## src/pli_div.sv

```systemverilog
module pli_div #(
  parameter int NW = 66,
  parameter int DW = 33
) (
  input  logic          clk,
  input  logic          rst_n,
  input  logic          start,
  input  logic [NW-1:0] dividend,
  input  logic [DW-1:0] divisor,
  output logic          done,
  output logic [NW-1:0] quotient
);
  localparam int CW = $clog2(NW + 1);

  logic [DW-1:0] rem_r, rem_nxt;
  logic [NW-1:0] quo_r, quo_nxt;
  logic [DW-1:0] dv_r;
  logic [CW-1:0] cnt_r;
  logic          busy_r, done_r;
  logic [DW:0]   sh;
  logic          ge;

  // restoring, one quotient bit a cycle; the remainder stays below the divisor
  always_comb begin
    sh      = {rem_r, quo_r[NW-1]};
    ge      = sh >= {1'b0, dv_r};
    rem_nxt = ge ? DW'(sh - {1'b0, dv_r}) : sh[DW-1:0];
    quo_nxt = {quo_r[NW-2:0], ge};
  end

  always_ff @(posedge clk) begin
    if (!rst_n) begin
      busy_r <= 1'b0;
      done_r <= 1'b0;
      cnt_r  <= '0;
    end else begin
      done_r <= 1'b0;
      if (start) begin
        busy_r <= 1'b1;
        cnt_r  <= CW'(NW);
      end else if (busy_r) begin
        cnt_r <= cnt_r - 1'b1;
        if (cnt_r == CW'(1)) begin
          busy_r <= 1'b0;
          done_r <= 1'b1;
        end
      end
    end
  end

  always_ff @(posedge clk) begin
    if (start) begin
      rem_r <= '0;
      quo_r <= dividend;
      dv_r  <= divisor;
    end else if (busy_r) begin
      rem_r <= rem_nxt;
      quo_r <= quo_nxt;
    end
  end

  assign done     = done_r;
  assign quotient = quo_r;
endmodule

```

## config.mk

```make
export PLATFORM = sky130hd
export DESIGN_NAME = pli_div
export DESIGN_NICKNAME = d
export VERILOG_FILES = /design/src/pli_div.sv
export SDC_FILE = /design/constraint.sdc
export NUM_CORES = 1
export LEC_CHECK = 0
export ABC_AREA = 1
export BUFFER_PORTS_ARGS = -buffer_cell sky130_fd_sc_hd__buf_2
export CAP_MARGIN = 20
export CELL_PAD_IN_SITES_DETAIL_PLACEMENT = 0
export CELL_PAD_IN_SITES_GLOBAL_PLACEMENT = 1
export CORE_ASPECT_RATIO = 0.75
export CORE_MARGIN = 5
export CORE_UTILIZATION = 43
export DETAILED_ROUTE_END_ITERATION = 16
export PLACE_DENSITY = 0.89
export SLEW_MARGIN = 0
export SYNTH_ARGS = -nofsm -noshare
export SYNTH_HDL_FRONTEND = slang
export SYNTH_SLANG_ARGS = --single-unit
export TNS_END_PERCENT = 20
```

## constraint.sdc

```tcl
create_clock -name clk -period 8.4 [get_ports clk]
set_clock_uncertainty 0.2 [all_clocks]
set_input_delay 1.26 -clock clk [delete_from_list [all_inputs] [get_ports clk]]
set_output_delay 1.26 -clock clk [all_outputs]
set_load 0.02 [all_outputs]
```

==> flow_summary_export.csv, run 1 <==
group,metric,value,unit
cts,cts_max_level,4,
route,wl_per_cell,14.5,um
global_routing,grt_pass1_wl,37.4,mm
cts,clockBufferDepth,2,
yosys,syn_nets,1300,
yosys,synth_area_leaders,"edfxtp_1 35%, nand2_1 23%, dfxtp_1 10%, inv_1 8.5%, ha_1 5.2%",
status,status,"completed",
route,drcViolationCount,0,
worst_setup_path,critPathCaptureType,"register",
worst_setup_path,startpoint_type,"register",
placement,port_buffers,168,
yosys,yosysUniqueCellTypes,35,
cts,tritoncts,"yes",
yosys,synth-async-reset-ratio,0,%
job,cap_violations,0,
global_routing,grt.overflow.total,0,
global_routing,met1_usage,31.8,%
route,drtPass1Iterations,6,
floorplanning,die_w,172,um
yosys,ys_ff_latch,141,
worst_setup_path,r2r_cells,15,
global_routing,antenna_found_initial,0,
cts,clock-sinks,141,
pwr,p_leak,5.42,nW
cts,cts_buffers,17,
pwr,ir_drop,0.000126,V
yosys,synth_edf_count,99,
route,vias,7590,
layout,final_cells,1591,
yosys,yosys.area.top_type,"edfxtp_1",
cts,cts-resized-gates,0,
yosys,netlist_area,8420,sq um
layout,fin_nets,1462,
yosys,syn_area_per_cell,7.25,sq um
route,drtAntennaViolNets,0,
yosys,synth.most_common_cell,"nand2_1",
worst_setup_path,crit_required,8.56,ns
worst_setup_path,crit_arrival,3.49,ns
global_routing,busiest_layer,"met1",
layout,final_cell_area,10100,sq um
global_routing,grt_max_degree,80,
yosys,synth_commonest_cells,"521 x nand2_1, 190 x inv_1, 99 x edfxtp_1",
cts,ctsHoldBuffers,0,
pwr,power.total,1.92,mW
timing,min_period_over_period,39.5,%
route,drt-initial-drc-count,644,
worst_setup_path,path_max_fanout,36,
yosys,syn-instance-count,1162,
timing,max_freq,0.301,GHz
yosys,yosys_warnings,0,
pwr,p_per_area,189,nW/um^2
placement,dp_hpwl,16.8,mm
floorplanning,fp.dieH,131,um
worst_setup_path,r2r-start,"dv_r[20]",
global_routing,grtUsageTotal,20.7,%
cts,clkTransAtPathRegs,0.06,ns
timing,rsz0062_at_grt,"no",
floorplanning,die_area,22500,sq um
global_routing,grt_pass1_vias,7317,
worst_setup_path,reg2reg_slack,5.08,ns
timing,layout_min_cycle_time,3.32,ns
floorplanning,row_count,44,
floorplanning,initial_utilization,43.6,%
global_routing,grt_use_met2,28.7,%
yosys,synth.top_cell.area_share,35.3,%
placement,place_ws,5.02,ns
placement,place_area,9480,sq um
timing,setup_ws,5.08,ns
worst_hold_path,min_from,"rem_r[32]",
placement,place_inst,1558,
worst_setup_path,crit_type,"reg2reg",
floorplanning,ios,169,
timing,max_slew.worst_pin.slew,1.06,ns
cts,insertion_delay,0.43,ns
cts,cts_root_buf,"clkbuf_16",
global_routing,met3_usage,6.52,%
layout,drive_gt1_share,16.5,%
timing,hold_violations,0,
timing,setup_tns,0,ns
yosys,synth-seq-area-share,45.3,%
cts,cts_setup_buffers,0,
worst_hold_path,hold_path.class,"reg2reg",
timing,slew_headroom,29.4,%
timing,setup_viol,0,
layout,syn_to_final_growth,20.3,%
floorplanning,core,19300,sq um
yosys,synthFlopType,"edfxtp_1",
route,routed_via_density,4.77,
route,drt_wl_total,23.0,mm
worst_hold_path,holdPathEnd,"rem_r[32]",
placement,gp_congestion,0.921,
worst_hold_path,worstHoldPathCells,2,
timing,slew_violations,0,
worst_setup_path,rr_endpoint,"rem_r[11]",
## cell usage in the layout (no fill, tap or decap), types with 3 or more instances in the layout
master	count
nand4_1	4
buf_2	167
edfxtp_1	99
nand2_1	521
o21ai_0	11
o21ai_1	9
bufinv_16	3
nor2_2	4
inv_6	4
and2_1	6
nand2_2	3
a21oi_1	21
xnor2_1	13
nor2_1	49
nand3_1	76
xor2_1	3
dfxtp_1	42
nor4_1	3
ha_1	35
nor3_1	9
inv_8	5
buf_4	5
clkbuf_16	17
inv_1	189
nand3b_1	20
## worst max-delay path: stages (launching register included)
cell      delay (ns)
edfxtp_1        0.35
inv_1           0.12
ha_1            0.30
nand2_1         0.13
inv_1           0.05
nand2_1         0.06
nand2_1         0.06
nand2_1         0.05
nand2_1         0.07
nand2_1         0.08
nand3_2         0.08
nor2_4          0.80
nand2_4         0.49
nand2_1         0.19
nand3_1         0.10
nand2_1         0.11
## per-layer routing
layer / vias to the layer above / share of wire [%]
met2: 240 / 41
met5: - / 0
met1: 3405 / 50
met3: 11 / 8.6
met4: 0 / 0.70
li1: 3934 / -
## state kept, by name, indices dropped and copies added (netlist names)
| signal | cells |
|---|---|
| done | 1 |
| cnt_r | 7 |
| rem_r | 33 |
| dv_r | 33 |
| busy_r | 1 |
| quotient | 66 |
## logic make-up (layout without fill, tap and decap cells)
logic type / Yosys count / in the layout / synth area share [%]
other: 0 / 1 / 0
xor gates and xnor gates: 16 / 16 / 1.66
buffers and inverters: 220 / 395 / 10.1
AOI/OAI and AO/OA: 46 / 46 / 2.88
adders and majority gates: 36 / 36 / 5.44
and+or+nand+nor: 703 / 703 / 34.6
DFF: 141 / 141 / 45.3
## worst max-delay path by stage
stage | cells past startpoint | end | from
2_1_floorplan | 4 | quotient[0] | start
3_3_place_gp | 7 | rem_r[31] | start
4_1_cts | 15 | rem_r[11] | dv_r[20]
6_report | 15 | rem_r[11] | dv_r[20]
3_5_place_dp | 5 | rem_r[15] | start
5_1_grt | 15 | rem_r[10] | dv_r[20]
## per-stage QoR
step	util [%]	hold slack [ns]
3_3_place_gp	49.1	0.240
3_5_place_dp	49.1	0.253
6_report	52.4	0.258
5_1_grt	52.4	0.300
2_1_floorplan	-	0.226
4_1_cts	52.4	0.265
## where the power goes
group,leakage (nW),internal [mW],switching [mW]
Sequential,1.34,0.805,0.0264
Clock,0.318,0.487,0.349
Combinational,3.76,0.0845,0.168
## final cells by class
class | count | area, sq um
antenna | 1 | 2.50
clock buffer | 17 | 425
clock inverter | 15 | 223
fill | 1931 | 9190
inverter | 191 | 717
multi-input combinational | 801 | 3760
sequential | 141 | 3810
tap | 253 | 317
timing repair buffer | 172 | 873
Note: power is estimated with default switching activity, not from simulation.
==> run 2: changes to the inputs <==
CORE_UTILIZATION = 36   (was 43)
PLACE_DENSITY = 0.8   (was 0.89)
clock period = 2.8 ns   (was 8.4 ns; I/O delays follow)
==> run 2 against run 1 <==
Fmax is 28% higher; utilization down 6.6 points; sequential power rose to 3.0 times the previous value; final cell count grew 5.4%; global-route usage down 2.1 points; sequential cell count stayed put; first-iteration DRC count fell by 12%; largest power group is now registers; highest routed layer is now met5.
==> flow_summary_export.csv, run 2 (synthesis gave the netlist of run 1 again) <==
group,metric,value,unit
status,status,"completed",
cts,tritoncts,"yes",
layout,final_common_cell,"nand2_1",
timing,setup_viol,0,
worst_setup_path,crit_required,2.90,ns
job,cap_violations,0,
worst_hold_path,hold_path.class,"in2reg",
route,vias,7698,
worst_setup_path,cp_top_family,"simple AND/OR/NAND/NOR gates",
cts,clkTransAtPathRegs,0.07,ns
floorplanning,core,23000,sq um
route,drt_wl_total,24.5,mm
route,drt-initial-drc-count,566,
worst_setup_path,path_cells,"inv_1, ha_1, inv_1, fa_1, nand3_1, nand3_2, nand2_2, nand2_2, nand2_4, buf_4, nand3_1, nand3_1, o21ai_0",
floorplanning,ios,169,
timing,slew_violations,0,
timing,max_freq,0.385,GHz
route,dr_wl_met2,9.87,mm
pwr,p_leak,5.56,nW
placement,place_area,9640,sq um
global_routing,grt.overflow.total,0,
route,top_layer,"met5",
worst_setup_path,cp.buffers_inverters,3,
floorplanning,row_count,48,
timing,slew_headroom,40.2,%
placement,gp_congestion,0.879,
worst_setup_path,path_max_fanout,13,
cts,cts_max_level,4,
route,drcViolationCount,0,
layout,mostFrequentLayoutCells,"521 x nand2_1, 189 x inv_1, 167 x buf_2",
layout,syn_to_final_growth,25.2,%
floorplanning,die_area,26600,sq um
cts,insertion_delay,0.43,ns
cts,cts_buffers,17,
worst_setup_path,timing.critical_path.mode_cell,"nand3_1",
pwr,ir_drop,0.000421,V
timing,max_slew.worst_pin.slew,0.895,ns
floorplanning,die_w,187,um
route,wl_per_cell,14.6,um
placement,dp_hpwl,18.5,mm
floorplanning,initial_utilization,36.6,%
worst_setup_path,cp_slowest_cell,"fa_1",
worst_setup_path,crit_arrival,2.69,ns
global_routing,grtUsageTotal,18.7,%
worst_setup_path,crit_type,"reg2reg",
worst_setup_path,startpoint_type,"register",
route,wl_met3,2.22,mm
global_routing,grt_max_degree,79,
floorplanning,fp.dieH,142,um
worst_setup_path,cp_slowest_stage_delay,0.44,ns
timing,hold_ws,0.0507,ns
layout,final_cell_area,10500,sq um
layout,fin_nets,1501,
cts,cts_setup_buffers,0,
timing,setup_tns,0,ns
cts,cts_root_buf,"clkbuf_16",
timing,layout_min_cycle_time,2.59,ns
cts,clockBufferDepth,2,
route,drtPass1Iterations,5,
layout,largest_reg_flops,66,
pwr,p_per_area,523,nW/um^2
timing,min_period_over_period,92.7,%
timing,rsz0062_at_grt,"no",
global_routing,grt_pass1_wl,39.9,mm
global_routing,antenna_found_initial,5,
global_routing,grt_pass1_vias,7547,
layout,drive_gt1_share,16.2,%
worst_setup_path,critPathCaptureType,"register",
placement,port_buffers,168,
cts,clock-sinks,141,
timing,hold_violations,0,
route,wl_met1,12.2,mm
route,routed_via_density,4.59,
route,drtAntennaViolNets,0,
-- run 2: what timing repair did --
| action | CTS | global route |
|---|---|---|
| hold buffers | 33 | 0 |
| endpoints found under the setup margin | 0 | 25 |
| resized for setup | 0 | 1 |
| endpoints found under the hold margin | 33 | 0 |
-- run 2: power breakdown --
part | internal, mW | total (mW) | switching [mW]
clock | 1.25 | 2.21 | 0.956
sequential | 2.41 | 2.49 | 0.0767
combinational | 0.295 | 0.822 | 0.527
-- run 2: per-layer routing --
metal | track usage, % | up-vias
met5 | 0 | -
met4 | 3.49 | 10
met3 | 6.42 | 21
met2 | 27.1 | 262
met1 | 27.3 | 3390
li1 | - | 4015
-- run 2: stage by stage --
| stage | cells | util [%] | total power [mW] | worst slack (ns) |
|---|---|---|---|---|
| after detailed placement | 1611 | 41.9 | 3.32 | 0.175 |
| after global routing | 1676 | 45.8 | 5.78 | 0.0153 |
| final | 1677 | 45.8 | 5.52 | 0.205 |
| after CTS | 1676 | 45.8 | 5.59 | 0.154 |
| after floorplan | 1162 | - | 2.99 | 0.285 |
| after global placement | 1611 | 41.9 | 3.32 | 0.252 |
-- run 2: final cells by class --
type	instances	area, sq um
inverter	191	718
clock inverter	9	76.3
timing repair buffer	211	1300
sequential	141	3810
multi-input combinational	801	3770
antenna	1	2.50
fill	2369	12500
clock buffer	23	489
tap	300	375
-- run 2: worst reg2reg max path: stages (launching register included) --
cell      delay, ns
edfxtp_1       0.38
inv_1          0.09
ha_1           0.14
inv_1          0.09
fa_1           0.44
nand3_1        0.13
nand3_2        0.14
nand2_2        0.10
nand2_2        0.07
nand2_4        0.17
buf_4          0.24
nand3_1        0.10
nand3_1        0.10
o21ai_0        0.09
-- run 2: worst paths after layout --
path / startpoint / end / slack [ns] / cells past startpoint
setup / recovery: quotient[65] / rem_r[5] / 0.21 / 13
hold / removal: rst_n / cnt_r[6] / 0.05 / 3
hold reg to reg: rem_r[32] / rem_r[32] / 0.25 / 2
setup reg to reg: quotient[65] / rem_r[5] / 0.21 / 13
==> run 3: changes to the inputs <==
ABC_AREA = not set   (was 1)
CORE_UTILIZATION = 39   (was 36)
==> run 3 against run 2 <==
The run now ends with setup timing left; fmax is 20% lower; register-to-register slack worse by 0.64 ns; sequential share of layout area is 0.39 points higher; global-route usage is 0.96 points lower.
==> flow_summary_export.csv, run 3 <==
group,metric,value,unit
yosys,ys_ff_latch,141,
cts,clock-sinks,141,
cts,clockBufferDepth,2,
layout,mostFrequentLayoutCells,"167 x buf_2, 120 x buf_4, 99 x edfxtp_1",
worst_setup_path,r2r_cells,13,
timing,rsz0062_at_grt,"yes",
timing,setup_viol,34,
timing,hold_ws,0.0497,ns
floorplanning,ios,169,
worst_setup_path,r2r-start,"quotient[65]",
yosys,synth.most_common_cell,"edfxtp_1",
worst_setup_path,crit_type,"reg2reg",
route,drtPass1Iterations,5,
worst_setup_path,reg2reg_slack,-0.44,ns
status,status,"complete, but fails checks",
yosys,synth_area_leaders,"edfxtp_1 40%, dfxtp_1 11%, mux2_2 9.9%, ha_1 5.8%, mux2i_1 3.2%",
worst_setup_path,cp.depth,13,
global_routing,grt.overflow.total,0,
floorplanning,core,19200,sq um
yosys,yosys.area.top_type,"edfxtp_1",
route,drt_wl_total,19.3,mm
global_routing,grt_pass1_wl,31.0,mm
yosys,synth-seq-area-share,50.8,%
worst_setup_path,cp_slowest_cell,"a2111o_1",
cts,cts_root_buf,"clkbuf_16",
timing,layout_min_cycle_time,3.24,ns
floorplanning,die_area,22100,sq um
timing,max_slew.worst_pin.slew,0.583,ns
floorplanning,row_count,44,
worst_setup_path,rr_endpoint,"rem_r[12]",
yosys,syn_area_per_cell,11.2,sq um
cts,insertion_delay,0.44,ns
yosys,syn-instance-count,669,
yosys,synth_edf_count,99,
floorplanning,die_w,170,um
worst_setup_path,path_cells,"inv_1, ha_1, inv_1, fa_2, a21oi_2, o211ai_1, a21oi_2, o211ai_1, a2111o_1, a311o_2, buf_12, mux2i_1, a211oi_2",
yosys,yosys_warnings,0,
timing,min_period_over_period,116,%
cts,clkTransAtPathRegs,0.07,ns
route,drcViolationCount,0,
placement,gp_congestion,0.894,
pwr,p_leak,4.60,nW
worst_setup_path,crit_arrival,3.38,ns
route,wl_per_cell,15.5,um
layout,drive_gt1_share,40.1,%
timing,slew_violations,0,
global_routing,grtUsageTotal,17.7,%
yosys,netlist_area,7500,sq um
worst_setup_path,cp_top_family,"compound AO/OA/AOI/OAI gates",
status,violations,"setup timing",
job,cap_violations,0,
yosys,synth-async-reset-ratio,0,%
layout,regArea,3810,sq um
layout,syn_to_final_growth,39.1,%
layout,final_common_cell,"buf_2",
yosys,yosysUniqueCellTypes,56,
yosys,syn_nets,807,
timing,slew_headroom,60.7,%
global_routing,grt_max_degree,72,
worst_hold_path,hold_path.class,"in2reg",
worst_setup_path,critPathCaptureType,"register",
worst_setup_path,cp_slowest_stage_delay,0.42,ns
worst_setup_path,path_max_fanout,10,
timing,max_freq,0.309,GHz
global_routing,grt_pass1_vias,6116,
yosys,synth_commonest_cells,"99 x edfxtp_1, 66 x mux2_2, 49 x nand2_1",
placement,dp_hpwl,14.6,mm
worst_setup_path,crit_required,2.94,ns
global_routing,antenna_found_initial,1,
route,drt-initial-drc-count,313,
layout,nFillCells,1717,
timing,setup_ws,-0.439,ns
placement,port_buffers,168,
worst_setup_path,cp.buffers_inverters,3,
floorplanning,initial_utilization,39.2,%
worst_setup_path,startpoint_type,"register",
pwr,p_per_area,584,nW/um^2
cts,cts_buffers,17,
route,vias,6094,
layout,fin_nets,1117,
cts,cts_max_level,4,
layout,num_antenna_cells,0,
yosys,synthFlopType,"edfxtp_1",
yosys,synth.top_cell.area_share,39.6,%
pwr,ir_drop,0.000378,V
route,routed_via_density,4.89,
pwr,power.total,6.10,mW
layout,multi_input_area,3400,sq um
layout,largest_reg_flops,66,
timing,hold_violations,0,
worst_setup_path,cp-startpoint,"quotient[65]",
route,drtAntennaViolNets,0,
cts,tritoncts,"yes",
floorplanning,fp.dieH,130,um
worst_setup_path,crit_end,"rem_r[12]",
-- run 3: cell type report --
class | count | share of cell area (%)
Timing Repair Buffer | 323 | 20.4
Clock inverter | 15 | 1.68
Clock buffer | 17 | 4.08
Inverter | 48 | 1.73
Sequential cell | 141 | 36.5
Tap cell | 253 | 3.03
Multi-Input combinational cell | 448 | 32.6
-- run 3: per-stage QoR --
stage                     setup WS [ns]  setup TNS [ns]  cell area (sq um)  cells  util (%)
after CTS                        -0.472          -13.97              10400   1243      54.3
after floorplan                  -0.589          -12.76               7510    669         -
after global placement           -0.340          -10.55               9460   1177      49.4
after detailed placement         -0.434          -13.20               9460   1177      49.4
final                            -0.439          -13.35              10400   1245      54.5
after global routing             -0.679          -20.92              10400   1245      54.5
-- run 3: worst min-delay path by stage --
stage	startpoint	end	slack [ns]	depth (start not counted)
after floorplan	rem_r[26]	rem_r[26]	0.25	2
after global placement	rem_r[25]	rem_r[25]	0.28	2
after detailed placement	rem_r[21]	rem_r[21]	0.28	2
after CTS	rst_n	busy_r	0.04	2
after global routing	rst_n	cnt_r[6]	0.05	2
final	rst_n	busy_r	0.05	2
-- run 3: worst register-to-register path: cells and delay by family (launching register included) --
family / cells / cell delay (ns)
compound gates: 7 / 1.62
flops: 1 / 0.39
buf+inv: 3 / 0.31
mux: 1 / 0.13
fa+ha+maj: 2 / 0.51
-- run 3: what timing repair did --
| action | 4_1_cts | 5_1_grt |
|---|---|---|
| endpoints found under the setup margin | 34 | 34 |
| pin swaps | 7 | 3 |
| endpoints found under the hold margin | 33 | 0 |
| gates resized for setup | 1 | 4 |
| buffers inserted | 1 | 2 |
| hold buffers | 33 | 0 |
-- run 3: where the power goes --
part | switching (mW) | internal [mW]
registers | 0.0885 | 2.44
clock network | 1.05 | 1.20
logic | 0.682 | 0.638
total | 1.82 | 4.28
-- run 3: layer usage --
| metal | track usage (%) | vias up | wire, um |
|---|---|---|---|
| met3 | 5.97 | 24 | 1360 |
| li1 | - | 3082 | - |
| met5 | 0 | - | 7 |
| met2 | 27.6 | 164 | 8600 |
| met1 | 23.7 | 2822 | 9080 |
| met4 | 5.16 | 2 | 276 |
-- run 3: kinds of logic after synthesis --
family | count (synthesis) | share of synthesized area (%)
AOI/OAI and AO/OA | 154 | 13.5
DFF | 141 | 50.8
and+or+nand+nor | 132 | 7.97
muxes | 90 | 13.1
buffers and inverters | 80 | 4.32
xor gates and xnor gates | 36 | 4.20
adders and majority gates | 36 | 6.10
